## src/design/scmp_fifo.sv

```systemverilog
// ----------------------------------------------------------------------------
// scmp_fifo
// two-entry queue between front and back end
// ----------------------------------------------------------------------------
module scmp_fifo #(
	parameter int WIDTH = 85
) (
	input  logic             clk,
	input  logic             arst_n,
	input  logic             push,
	input  logic [WIDTH-1:0] wdata,
	input  logic             pop,
	output logic [WIDTH-1:0] rdata,
	output logic             full,
	output logic             empty
);
	logic [WIDTH-1:0] mem_q [2];
	logic             wptr_q;
	logic             rptr_q;
	logic [1:0]       count_q;

	assign full  = (count_q == 2'd2);
	assign empty = (count_q == 2'd0);
	assign rdata = mem_q[rptr_q];

	always_ff @(posedge clk) begin
		if (push) begin
			mem_q[wptr_q] <= wdata;
		end
	end

	always_ff @(posedge clk or negedge arst_n) begin
		if (!arst_n) begin
			wptr_q  <= 1'b0;
			rptr_q  <= 1'b0;
			count_q <= 2'd0;
		end else begin
			if (push) begin
				wptr_q <= ~wptr_q;
			end
			if (pop) begin
				rptr_q <= ~rptr_q;
			end
			case ({push, pop})
				2'b10:   count_q <= count_q + 2'd1;
				2'b01:   count_q <= count_q - 2'd1;
				default: count_q <= count_q;
			endcase
		end
	end
endmodule

```

## config.mk

```make
export PLATFORM = sky130hd
export DESIGN_NAME = scmp_fifo
export DESIGN_NICKNAME = d
export VERILOG_FILES = /design/src/design/scmp_fifo.sv
export SDC_FILE = /design/constraint.sdc
export NUM_CORES = 1
export LEC_CHECK = 0
export BUFFER_PORTS_ARGS = -buffer_cell sky130_fd_sc_hd__buf_2
export CAP_MARGIN = 20
export CORE_MARGIN = 3
export CORE_UTILIZATION = 52
export DETAILED_ROUTE_END_ITERATION = 7
export MAX_ROUTING_LAYER = met4
export PLACE_DENSITY = 0.86
export SLEW_MARGIN = 20
export SYNTH_ARGS = -nofsm -noshare
export SYNTH_HDL_FRONTEND = slang
export SYNTH_SLANG_ARGS = --single-unit
export TNS_END_PERCENT = 100
```

## constraint.sdc

```tcl
create_clock -name clk -period 5.73 [get_ports clk]
set_input_delay 0.573 -clock clk [delete_from_list [all_inputs] [get_ports clk]]
set_output_delay 0.573 -clock clk [all_outputs]
set_load 0.02 [all_outputs]
```

Yosys cells after proc, flatten, opt, wreduce, memory -nomap -nowiden. Memory sizes are Yosys's and may differ from the RTL's. Index checks and enable logic that the tools add are counted. W data, S select, Z words.

Add/sub/neg operators: 2. Multipliers: 0. Div/mod/pow operators: 0. Order comparisons: 0. Eq/ne operators: 3. Shift operators: 0. Muxes and demuxes: 3. Bitwise logic cells: 2. Reductions and logical operators: 2.

Operator list (count): $eq A2 B2 Y1 const B (2); $pmux W2 S2 (1); $add A2 B1 Y2 const B (1); $eq A2 B1 Y1 const B (1); $logic_not A2 Y1 (1); $mux W1 (2); $not A1 Y1 (2); $reduce_bool A2 Y1 (1); $sub A2 B1 Y2 const B (1).

Bits in registers: 4. Latch bits: 0. Bits in writable memories: 170. Bits in read-only memories: 0. Bits of input ports: 89. Memories kept: 1.

Memory list: mem_q (depth 2, width 85, rd ports 1, clocked after Yosys merged registers in 0, write ports 1, RTL line 17) `logic [WIDTH-1:0] mem_q [2];`.

Depth between registers and ports, before layout.
Depth in word-level cells: 2. Depth in mapped cells: 5.

Worst setup path after synthesis. OpenSTA, ideal clock, no wires.

Kind: input to register. Start: input push. End: memory mem_q[0][0], enable pin. Data arrival time: 4.194 ns. Slack: 1.004 ns. Cell stages on the path: 2. Path buffers: 0. Cell sequence: inv_1 > nor2_1.

Longest elaborated chain between the ends: 2.

RTL lines: start, declared (RTL line 10) `input logic push,`; $mux W1 (RTL line 27) `if (push) begin`; $mux W1 (implied by the code) (RTL line 28) `mem_q[wptr_q] <= wdata;`; end, declared (RTL line 17).

No other way between the ends.

Worst setup path after layout.
Start: register rptr_q. End: output rdata[22].

Longest elaborated chain between the ends: 1.

RTL lines: start, declared (RTL line 19) `logic rptr_q;`; start signal, assigned (RTL line 42) `rptr_q <= ~rptr_q;`; $mem_v2 Z2 W85; end, declared (RTL line 13) `output logic [WIDTH-1:0] rdata,`.

No other way between the ends.

==> out/qor.txt <==
Clk pin slew, worst setup/hold paths - 0.06 ns
ANT nets after route - 0
critical path peak fanout - 52
outcome - completed
Die Width - 118 µm
Overflow after GRT - 0
Clk pwr share - 26.9%
first-pass GRT wire length - 17900 µm
Area Growth Syn to Fin - 25.1%
final setup fails - 0
CTS tree - done
htree depth - 4
routed length per instance - 17.0 µm
Internal - 2.99 mW
Clock Latency Late Sink - 0.41 ns
power per cell area - 525 mW/mm²
clock sink count - 174
final core utilization - 67.4%
IR Drop Worst-Case VDD - 246 µV
Worst-Margin Slew - 0.790 ns
vias in the first global route - 3484
post-route cell area - 0.00816 mm²
setup TNS - 0 ns
Max Root-Sink Buffers - 2
row count - 40
Psw - 1.29 mW
placed inst area - 0.00752 mm²
post-CTS sizing - 0
die area - 0.0139 mm²
final hold vios - 0
core area - 0.0121 mm²
Worst Skew - 0.00636 ns
Final period util - 54.9%
worst endpoint required time - 5.16 ns
antenna violations before repair - 1
gr usage total - 17.3%
Synthesized Nets - 371
Lkg Pwr - 3.20 nW
critical path endpoint category - primary output
yosys warns - 0
mapped cell area - 0.00652 mm²
Reg power frac - 42.5%
CTS Root Cell - clkbuf_16
Starting Density - 53.9%
Max Slew Vio Count - 0
CP Class - reg2out
TritonCTS Buffers - 17
Fin Hold WS - 0.344 ns
Die Y-Extent - 118 µm
switching part of the total power - 30.2%
number of remaining DRC errors - 0
hold crit path type - in2reg
Via density - 4.97
DR vias - 3242
Synth Register Bits - 174
Synth Instances - 281
Final Critical Period - 3.15 ns
WP data arrival - 2.58 ns
# nets final - 560
I/O pin cnt - 176
synth unique cells - 15
port bufs - 175
Max Cap Viol - 0
largest net degree at the start of global routing - 61
unrepaired setup endpoints after global routing - false
CP Launch Type - register
proportion of layout cells with a drive suffix above 1 - 60.9%
Initial DRC Count - 182
achievable clock frequency - 318 MHz
gpl congestion - 0.716
fillers - 844
Detailed Place HPWL - 7560 µm
Mapped Avg Cell Area - 23.2 µm²
Slew HR - 47.3%
First-pass DRT Iterations - 4
WL final - 11100 µm
Logic pwr share - 30.5%
register area share after synthesis - 79.8%
-- critical path, cell delays in order (launching register included) --
cell,delay [ns]
dfrtp_4,0.82
buf_4,0.69
mux2_2,0.42
buf_2,0.16
-- through the flow --
stage / setup slack, ns / total power [mW] / instances
after floorplan: 1.00 / 2.85 / 281
after global placement: 3.01 / 3.13 / 617
after detailed placement: 2.93 / 3.17 / 617
after CTS: 2.52 / 4.33 / 650
after global routing: 2.41 / 4.48 / 652
final: 2.58 / 4.28 / 652
-- cells by family after synthesis --
family | share of synthesized area [%]
flops | 79.8
mux | 17.0
buf+inv | 1.99
xor+xnor | 0.672
simple gates | 0.365
fa+ha+maj | 0.192
-- power groups by stage --
stage	Combinational, mW	Clock (mW)	Sequential [mW]
floorplan	1.07	0	1.78
global placement	1.29	0	1.83
detailed placement	1.31	0	1.86
CTS	1.32	1.18	1.83
global route	1.39	1.23	1.85
finish	1.31	1.15	1.82
-- routing by layer --
layer  GRT usage [%]  routed length (µm)
met5               -                   0
met4            7.69                 207
met3            5.48                 808
met2            27.4                5620
met1            20.5                4470
-- cell usage after synthesis (all sizes together) --
master / instances / area, µm²
ha: 1 / 12.5
nor2b: 1 / 6.26
xnor2: 2 / 17.5
and2: 1 / 6.26
edfxtp: 170 / 5100
buf: 10 / 126
dfrtp: 4 / 100
inv: 1 / 3.75
mux2: 85 / 1110
nor2: 3 / 11.3
xor2: 3 / 26.3
-- worst paths after layout --
path,from,end,slack (ns),cells past startpoint
worst min-delay path,wdata[27],mem_q[0][27],0.34,1
worst max register to register,wptr_q,mem_q[0][8],3.60,3
worst min register to register,count_q[1],count_q[1],0.50,1
worst max-delay path,rptr_q,rdata[22],2.58,3
max in group asynchronous,arst_n,rptr_q,5.09,2
min in group asynchronous,arst_n,count_q[1],0.50,2
-- cell type report --
type	count	area [µm²]	share of cell area, %
Sequential cell	174	5210	63.8
Multi-Input combinational cell	96	1200	14.7
Timing Repair Buffer	180	936	11.5
Clock buffer	18	429	5.26
Tap cell	168	210	2.58
Clock inverter	14	174	2.13
Inverter	1	3.75	0.0460
Antenna cell	1	2.50	0.0307
-- state kept, by name (all words and copies together), names as in the netlist --
| name | cells |
|---|---|
| count_q | 2 |
| mem_q | 170 |
| rptr_q | 1 |
| wptr_q | 1 |
-- placed cells by master (no fill, tap or decap) --
master and instances:
buf_2 175, edfxtp_1 170, mux2_2 45, mux2_4 40, clkbuf_16 17, clkinv_1 4, bufinv_16 4, xor2_1 3
clkinv_2 3, dfrtp_1 3, buf_4 3, nor2_1 2, xnor2_1 2, clkinvlp_4 2, diode_2 1, and2_4 1
inv_1 1, nor2_4 1, nor2b_1 1, ha_1 1, clkinv_4 1, clkbuf_1 1, dlygate4sd3_1 1, buf_16 1
dfrtp_4 1
-- repair_timing --
action / CTS / global route
hold endpoints to repair: 4 / 0
hold buffers: 1 / 0
setup endpoints to repair: 0 / 0
setup buffers: 0 / 0
(Power assumes the default switching activity.)
