## config.mk

```make
export PLATFORM = sky130hd
export DESIGN_NAME = scmp_front_flat
export DESIGN_NICKNAME = d
export VERILOG_FILES = /design/src/design/scmp_pkg.sv /design/src/design/scmp_if.sv /design/src/design/scmp_front.sv /design/src/flat_wrapper.sv
export SDC_FILE = /design/constraint.sdc
export NUM_CORES = 1
export LEC_CHECK = 0
export BUFFER_PORTS_ARGS = -buffer_cell sky130_fd_sc_hd__buf_2
export CAP_MARGIN = 20
export CORE_MARGIN = 3
export CORE_UTILIZATION = 61
export DETAILED_ROUTE_END_ITERATION = 16
export GPL_TIMING_DRIVEN = 0
export PLACE_DENSITY = 0.91
export SYNTH_ARGS = -nofsm -noshare
export SYNTH_HDL_FRONTEND = slang
export SYNTH_SLANG_ARGS = --single-unit
```

## constraint.sdc

```tcl
create_clock -name vclk -period 9.1
set_input_delay 0.455 -clock vclk [all_inputs]
set_output_delay 0.455 -clock vclk [all_outputs]
set_load 0.05 [all_outputs]
```

## src/design/scmp_pkg.sv

```systemverilog
// ----------------------------------------------------------------------------
// scmp_pkg
// shared types and constants of the stereo soft-knee compressor
// ----------------------------------------------------------------------------
package scmp_pkg;

	localparam int CFG_IDX_BITS = 2;

	typedef enum logic [CFG_IDX_BITS-1:0] {
		REG_ATTACK  = 2'd0,
		REG_RELEASE = 2'd1
	} cfg_reg_t;

	typedef enum logic [3:0] {
		B_IDLE,
		B_LOG,
		B_LEVEL,
		B_KNEE,
		B_DIV,
		B_GSET,
		B_POW,
		B_ROUND,
		B_SMOOTH,
		B_MAKEUP,
		B_OUTL,
		B_OUTR,
		B_DONE
	} back_state_t;

	localparam logic [15:0] ATTACK_RESET16  = 16'd65081;
	localparam logic [15:0] RELEASE_RESET16 = 16'd65531;

	localparam logic [16:0] UNITY_Q16  = 17'd65536;
	localparam logic [31:0] LOWER_Q32  = 32'd191849145;
	localparam logic signed [23:0] KNEE_LO_L2 = -24'sd293903;
	localparam logic signed [23:0] KNEE_HI_L2 = -24'sd228591;
	localparam logic signed [23:0] THRESH_L2  = -24'sd261247;
	// 8 * knee width is 256 * 2041; ceil(2^37 / 2041), exact for quotients of 26-bit values
	localparam logic [31:0] KNEE_RECIP = 32'd67339027;
	localparam logic [17:0] MAKEUP_Q16 = 18'd199033;
	localparam logic [30:0] Q30_ONE    = 31'd1073741824;
	localparam logic [63:0] Q30_HALF   = 64'd536870912;

	// 2^(2^-k) in q1.30, k = idx + 1
	function automatic logic [30:0] pow2_entry(input logic [3:0] idx);
		logic [30:0] v;
		case (idx)
			4'd0:    v = 31'd1518500250;
			4'd1:    v = 31'd1276901417;
			4'd2:    v = 31'd1170923762;
			4'd3:    v = 31'd1121280136;
			4'd4:    v = 31'd1097253708;
			4'd5:    v = 31'd1085434106;
			4'd6:    v = 31'd1079572136;
			4'd7:    v = 31'd1076653033;
			4'd8:    v = 31'd1075196443;
			4'd9:    v = 31'd1074468888;
			4'd10:   v = 31'd1074105294;
			4'd11:   v = 31'd1073923544;
			4'd12:   v = 31'd1073832680;
			4'd13:   v = 31'd1073787251;
			4'd14:   v = 31'd1073764537;
			4'd15:   v = 31'd1073753181;
			default: v = Q30_ONE;
		endcase
		return v;
	endfunction

endpackage

```

## src/design/scmp_if.sv

```systemverilog
// ----------------------------------------------------------------------------
// scmp channel interfaces
// sample, result and register write channels with valid/ready
// ----------------------------------------------------------------------------
interface scmp_sample_if #(parameter int SAMPLE_BITS = 24);
	logic                          valid;
	logic                          ready;
	logic signed [SAMPLE_BITS-1:0] sample_left;
	logic signed [SAMPLE_BITS-1:0] sample_right;
	modport source(output valid, sample_left, sample_right, input ready);
	modport sink(input valid, sample_left, sample_right, output ready);
endinterface


```

## src/design/scmp_front.sv

```systemverilog
// ----------------------------------------------------------------------------
// scmp_front
// takes sample pairs, finds the peak detector, flags quiet input, normalizes
// ----------------------------------------------------------------------------
module scmp_front #(
	parameter int SAMPLE_BITS = 24,
	parameter int ENTRY_BITS  = 2 * SAMPLE_BITS + 37
) (
	scmp_sample_if.sink           samples,
	input  logic                  fifo_full,
	output logic                  push,
	output logic [ENTRY_BITS-1:0] entry
);
	import scmp_pkg::*;

	localparam logic [31:0] LOWER_THR = LOWER_Q32 >> (33 - SAMPLE_BITS);

	logic [SAMPLE_BITS-1:0] mag_l;
	logic [SAMPLE_BITS-1:0] mag_r;
	logic [SAMPLE_BITS-1:0] det;
	logic                   quiet;
	logic [4:0]             top;
	logic [31:0]            norm;

	assign samples.ready = !fifo_full;
	assign push          = samples.valid && !fifo_full;

	assign mag_l = samples.sample_left[SAMPLE_BITS-1]  ? (~samples.sample_left + 1'b1)
	                                                   : samples.sample_left;
	assign mag_r = samples.sample_right[SAMPLE_BITS-1] ? (~samples.sample_right + 1'b1)
	                                                   : samples.sample_right;
	assign det   = (mag_l > mag_r) ? mag_l : mag_r;
	assign quiet = (32'(det) <= LOWER_THR);

	// top set bit of the detector
	always_comb begin
		top = 5'd0;
		for (int i = 0; i < SAMPLE_BITS; i++) begin
			if (det[i]) begin
				top = 5'(i);
			end
		end
	end

	// mantissa with its leading one at bit 30
	assign norm  = 32'(det) << (5'd31 - top);
	assign entry = {samples.sample_left, samples.sample_right, quiet, top, norm[31:1]};
endmodule

```

## src/flat_wrapper.sv

```systemverilog
// flat-port wrapper written by rule: the top's interface ports become plain ports
module scmp_front_flat import scmp_pkg::*;
#(
	parameter int SAMPLE_BITS = 24,
	parameter int ENTRY_BITS  = 2 * SAMPLE_BITS + 37
)
  (fifo_full, push, entry, samples_valid, samples_sample_left, samples_sample_right, samples_ready);
  scmp_sample_if #(.SAMPLE_BITS(SAMPLE_BITS)) samples_i ();
  input  logic fifo_full;
  output logic push;
  output logic [ENTRY_BITS-1:0] entry;
  input wire logic [$bits(samples_i.valid)-1:0] samples_valid;
  input wire logic [$bits(samples_i.sample_left)-1:0] samples_sample_left;
  input wire logic [$bits(samples_i.sample_right)-1:0] samples_sample_right;
  output wire logic [$bits(samples_i.ready)-1:0] samples_ready;
  assign samples_i.valid = samples_valid;
  assign samples_i.sample_left = samples_sample_left;
  assign samples_i.sample_right = samples_sample_right;
  assign samples_ready = samples_i.ready;
  scmp_front #(.SAMPLE_BITS(SAMPLE_BITS), .ENTRY_BITS(ENTRY_BITS)) u_core (.samples(samples_i), .fifo_full(fifo_full), .push(push), .entry(entry));
endmodule
```

Word-level counts from Yosys, hierarchy flattened
Index checks and enable logic that the tools add are counted.
{"block": "word_totals", "register_bits": 0, "latchBits": 0, "ramBits": 0, "rom_bits": 0, "output_inout_bits": 87, "n_memories": 0}
{"block": "op_classes", "add_sub_neg": 3, "n_mul": 0, "n_div": 0, "magnitude_cmp": 2, "n_eq_ne": 0, "shifts": 1, "mux": 26, "bitwise_logic": 2, "n_reduce_logical": 2}
{"cell": "24-bit two-way mux", "count": 3}
{"cell": "24-bit by 1-bit adder with 24-bit output (second input constant)", "count": 2}
{"cell": "24-bit inverter", "count": 2}
{"cell": "5-bit two-way mux", "count": 8}
{"cell": "4-bit two-way mux", "count": 8}
{"cell": "24-bit by 5-bit left shift with 32-bit output", "count": 1}
{"cell": "24-bit > comparator", "count": 1}
{"cell": "24-bit by 19-bit <= comparator with 1-bit output (second input constant)", "count": 1}
{"cell": "3-bit two-way mux", "count": 4}
{"cell": "5-bit subtractor (first input constant)", "count": 1}
{"cell": "2-bit two-way mux", "count": 2}
{"cell": "1-bit logical AND", "count": 1}
{"cell": "1-bit zero test", "count": 1}
{"cell": "1-bit two-way mux", "count": 1}

Depth between registers and ports, before layout
{"block": "depth", "depth_word": 30, "ltp_mapped": 26, "mapped_depth_nobuf": 21}

Worst setup path before layout
No wires, ideal clock.
{"block": "synth_path", "path_kind": "in2out", "start": "input port samples_sample_left[0]", "end": "output port entry[15]", "arrival_ns": 6.813, "required_time_ns": 8.645, "path_slack_ns": 1.832, "cell_stages": 22, "cell_sequence": "clkbuf_1 -> inv_1 -> ha_1 -> nor4b_2 -> nand4_1 -> o21ai_1 -> xor2_1 -> inv_1 -> ha_1 -> nand4_1 -> nor4_1 -> and4_1 -> a22o_1 -> clkbuf_1 -> buf_1 -> buf_1 -> mux2i_1 -> and2_0 -> nand2_1 -> inv_1 -> nand2_1 -> o32ai_1"}
{"block": "synth_between", "elab_cells_between_ends": 30}
{"item": "start, declared", "line": "flat_wrapper.sv:13", "text": "input wire logic [$bits(samples_i.sample_left)-1:0] samples_sample_left;"}
{"item": "24-bit inverter", "line": "scmp_front.sv:28", "text": "assign mag_l = samples.sample_left[SAMPLE_BITS-1] ? (~samples.sample_left + 1'b1)"}
{"item": "24-bit by 1-bit adder with 24-bit output", "line": "scmp_front.sv:28"}
{"item": "24-bit two-way mux *", "line": "scmp_front.sv:28"}
{"item": "24-bit > comparator", "line": "scmp_front.sv:32", "text": "assign det = (mag_l > mag_r) ? mag_l : mag_r;"}
{"item": "24-bit two-way mux *", "line": "scmp_front.sv:32"}
{"item": "4-bit two-way mux (8 in a row)", "line": "scmp_front.sv:39", "text": "if (det[i]) begin"}
{"item": "5-bit two-way mux (7 in a row)", "line": "scmp_front.sv:39"}
{"item": "5-bit two-way mux *", "line": "scmp_front.sv:39"}
{"item": "via entry[34]", "line": "flat_wrapper.sv:11", "text": "output logic [ENTRY_BITS-1:0] entry;"}
{"item": "5-bit subtractor *", "line": "scmp_front.sv:46", "text": "assign norm = 32'(det) << (5'd31 - top);"}
{"item": "24-bit by 5-bit left shift with 32-bit output *", "line": "scmp_front.sv:46"}
{"item": "end, declared", "line": "flat_wrapper.sv:11"}
Mark *: on every way through the listed nets, which the timed path passes. The rest lies on a longest branch.

Worst setup path in the final report
{"block": "layout_path", "start": "input port samples_sample_left[0]", "end": "output port entry[29]"}
{"block": "layout_between", "elab_chain_cells": 30}
{"item": "24-bit inverter", "line": "scmp_front.sv:28"}
{"item": "24-bit by 1-bit adder with 24-bit output", "line": "scmp_front.sv:28"}
{"item": "24-bit two-way mux *", "line": "scmp_front.sv:28"}
{"item": "24-bit > comparator", "line": "scmp_front.sv:32"}
{"item": "24-bit two-way mux *", "line": "scmp_front.sv:32"}
{"item": "1-bit two-way mux", "line": "scmp_front.sv:39"}
{"item": "2-bit two-way mux (2 in a row)", "line": "scmp_front.sv:39"}
{"item": "3-bit two-way mux (4 in a row)", "line": "scmp_front.sv:39"}
{"item": "4-bit two-way mux (8 in a row)", "line": "scmp_front.sv:39"}
{"item": "5-bit two-way mux (8 in a row)", "line": "scmp_front.sv:39"}
{"item": "5-bit subtractor", "line": "scmp_front.sv:46"}
{"item": "24-bit by 5-bit left shift with 32-bit output *", "line": "scmp_front.sv:46"}
Mark *: on every way between the ends. The rest lies on a longest branch, timed or not.

==> out/metrics.csv <==
stage,metric,value,unit
synth,synth_area_leaders,"mux2i_1 (9.9%), buf_4 (9.1%), ha_1 (6.5%), xor2_1 (4.9%), nand2_1 (4.8%)",
timing,worst_pin_slew,0.933,ns
synth,synthesis.area,4970,um^2
floorplan,num_io_pins,137,
pwr,p_leak,2.59,nW
setup_path,required,8.65,ns
hold_path,min_to,entry[65],
timing,finalHoldViolCount,0,
hold_path,hp-class,input pin to output pin,
synth,syn_inst,721,
flow_run,drv_cap,0,
final_layout,diodes,0,
setup_path,crit_fanout,10,
final_layout,nets,923,
final_layout,area.sequential,0,um^2
pwr,p_total,1.04,mW
floorplan,die_h,96.3,um
timing,finalCritPeriodShare,0.939,
timing,slew_violations,0,
synth,synth_top_area_cell,mux2i_1,
drt,dr.pass1.iters,7,
status,status,"finished, final reports clean",
timing,timing.fmax,117,MHz
synth,ys_warn_count,0,
floorplan,die_area,9270,um^2
place,routabilityCongestion,1.04,
floorplan,fp.coreArea,7810,um^2
place,post-place-cells,947,
setup_path,end_kind,output pin,
drt,drt-total-wl,18100,um
final_layout,drive_gt1_frac,0.282,
place,io_buffers,117,
grt,grt_usage,0.380,
final_layout,syn_to_final_growth,15.0,%
synth,synth_seq_area_share,0,
drt,vias_per_cell,6.70,
floorplan,start_util,0.637,
place,dpl.hpwl,14800,um
drt,antenna_left,0,
synth,yosys.cell_types.count,89,
drt,post_drt_wl_per_cell,19.1,um
pwr,power_density,182,nW/um^2
setup_path,startpoint_type,input pin,
clock_network,post-cts-setup-buffers,0,
grt,grt_max_degree,11,
setup_path,arrival,8.09,ns
timing,rsz0062_at_grt,no,
grt,grt_pass1_wl,28500,um
floorplan,rows,32,
drt,drc_errors,0,
final_layout,n_sequential_cell,0,
grt,overflow,0,
timing,setup_viol,0,
clock_network,hold_buffers,0,
drt,drt_iter0_drc,599,
timing,setup-tns-final,0,ns
hold_path,hold_depth,2,
final_layout,n_fill_cell,649,
grt,grt_antenna_before_repair,0,
hold_path,min_from,samples_sample_left[4],
final_layout,fin_cells,947,
final_layout,clkbuf_count,0,
synth,syn_area_per_cell,6.90,um^2
timing,relSlewSlack,0.362,
synth,synth.top_cell.area_share,0.0986,
grt,grt_pass1_vias,5821,
timing,period_minus_slack,8.54,ns
drt,routed-via-count,6347,
setup_path,crit_type,input pin to output pin,
floorplan,die_x,96.3,um
pwr,peakVddDrop,116,uV
final_layout,multi_input_area,4220,um^2
[cells in the final DEF (no fill, tap or decap), drive strengths merged, types with 9 or more instances in the layout]
cell and instances:
inv 31, or4 9, mux2i 51, mux2 13, nand2b 13, o211ai 13
nand2 63, or3 11, ha 26, nor2 58, o21ai 37, o31ai 19
xor2 30, a21oi 41, clkbuf 25, buf 196, nor3 16, nand3 21
xnor2 13, nand4 11
[worst max-delay path, cell delays in order]
cell and delay, ns:
clkbuf_1 0.24, inv_1 0.15, ha_1 0.25, nor4b_4 0.48, nand4_1 0.41, o21ai_1 0.28, xor2_1 0.56, inv_1 0.11
ha_1 0.32, nand4_1 0.15, nor4_1 0.48, and4_1 0.33, a22o_1 0.14, clkbuf_1 0.50, buf_1 0.53, buf_1 0.52
clkbuf_1 0.49, nor2_1 0.08, a21oi_1 0.42, nand3_1 0.17, o211ai_2 0.14, o21ai_1 0.19, a222oi_1 0.37, buf_2 0.32
[layer usage]
layer,part of all wire,global-route usage
met3,0.099,0.0532
met4,0.058,0.193
met5,0,0
met1,0.38,0.462
met2,0.47,0.649
[where the power goes]
part / internal (mW) / switching [mW]
Sequential: 0 / 0
Combinational: 0.314 / 0.729
Clock: 0 / 0
Total: 0.314 / 0.729
[cells in the mapped netlist (8+ instances only)]
cell      instances
xor2_1           28
xnor2_1          13
buf_2             8
clkbuf_1         25
mux2i_1          49
ha_1             26
buf_4            60
o31ai_1          17
nor2_1           57
nor3_1           14
o211ai_1         12
nand2_1          63
inv_1            29
nand3_1          21
or3_1            10
o21ai_0          33
nand4_1          11
nand2b_1         13
a21oi_1          41
[worst max path at each step]
| stage | from | end | depth (start not counted) |
|---|---|---|---|
| after global placement | samples_sample_left[0] | entry[29] | 24 |
| final | samples_sample_left[0] | entry[29] | 24 |
| after detailed placement | samples_sample_left[0] | entry[29] | 24 |
| after floorplan | samples_sample_left[0] | entry[15] | 22 |
| after global routing | samples_sample_left[0] | entry[29] | 24 |
| after CTS | samples_sample_left[0] | entry[29] | 24 |
[area by class of cell]
cell class / instances / share of cell area
multi-input cells: 592 / 0.737
plain buffers: 104 / 0.118
repair buffers: 117 / 0.102
well taps: 102 / 0.0223
inverters: 32 / 0.0210
[stage by stage]
step                setup slack (ns)  hold WS, ns   util  area [um^2]
floorplan                       1.83         1.08      -         5000
global placement               0.757         1.21  0.732         5710
detailed placement             0.652         1.21  0.732         5710
CTS                            0.617         1.21  0.732         5710
global route                   0.229         1.21  0.733         5720
finish                         0.559         1.21  0.733         5720
[timing repair]
action | in CTS | in global routing
gates resized for setup | 0 | 1
endpoints found under the setup margin | 0 | 1
endpoints found under the hold margin | 0 | 0
[logic make-up after synthesis]
| logic type | share of synthesized area |
|---|---|
| buffers and inverters | 0.160 |
| and+or+nand+nor | 0.262 |
| muxes | 0.138 |
| xor gates and xnor gates | 0.0787 |
| AOI/OAI and AO/OA | 0.296 |
| adders and majority gates | 0.0654 |
| other | 0.000754 |
No activity file was read; power rests on OpenSTA's default activity.
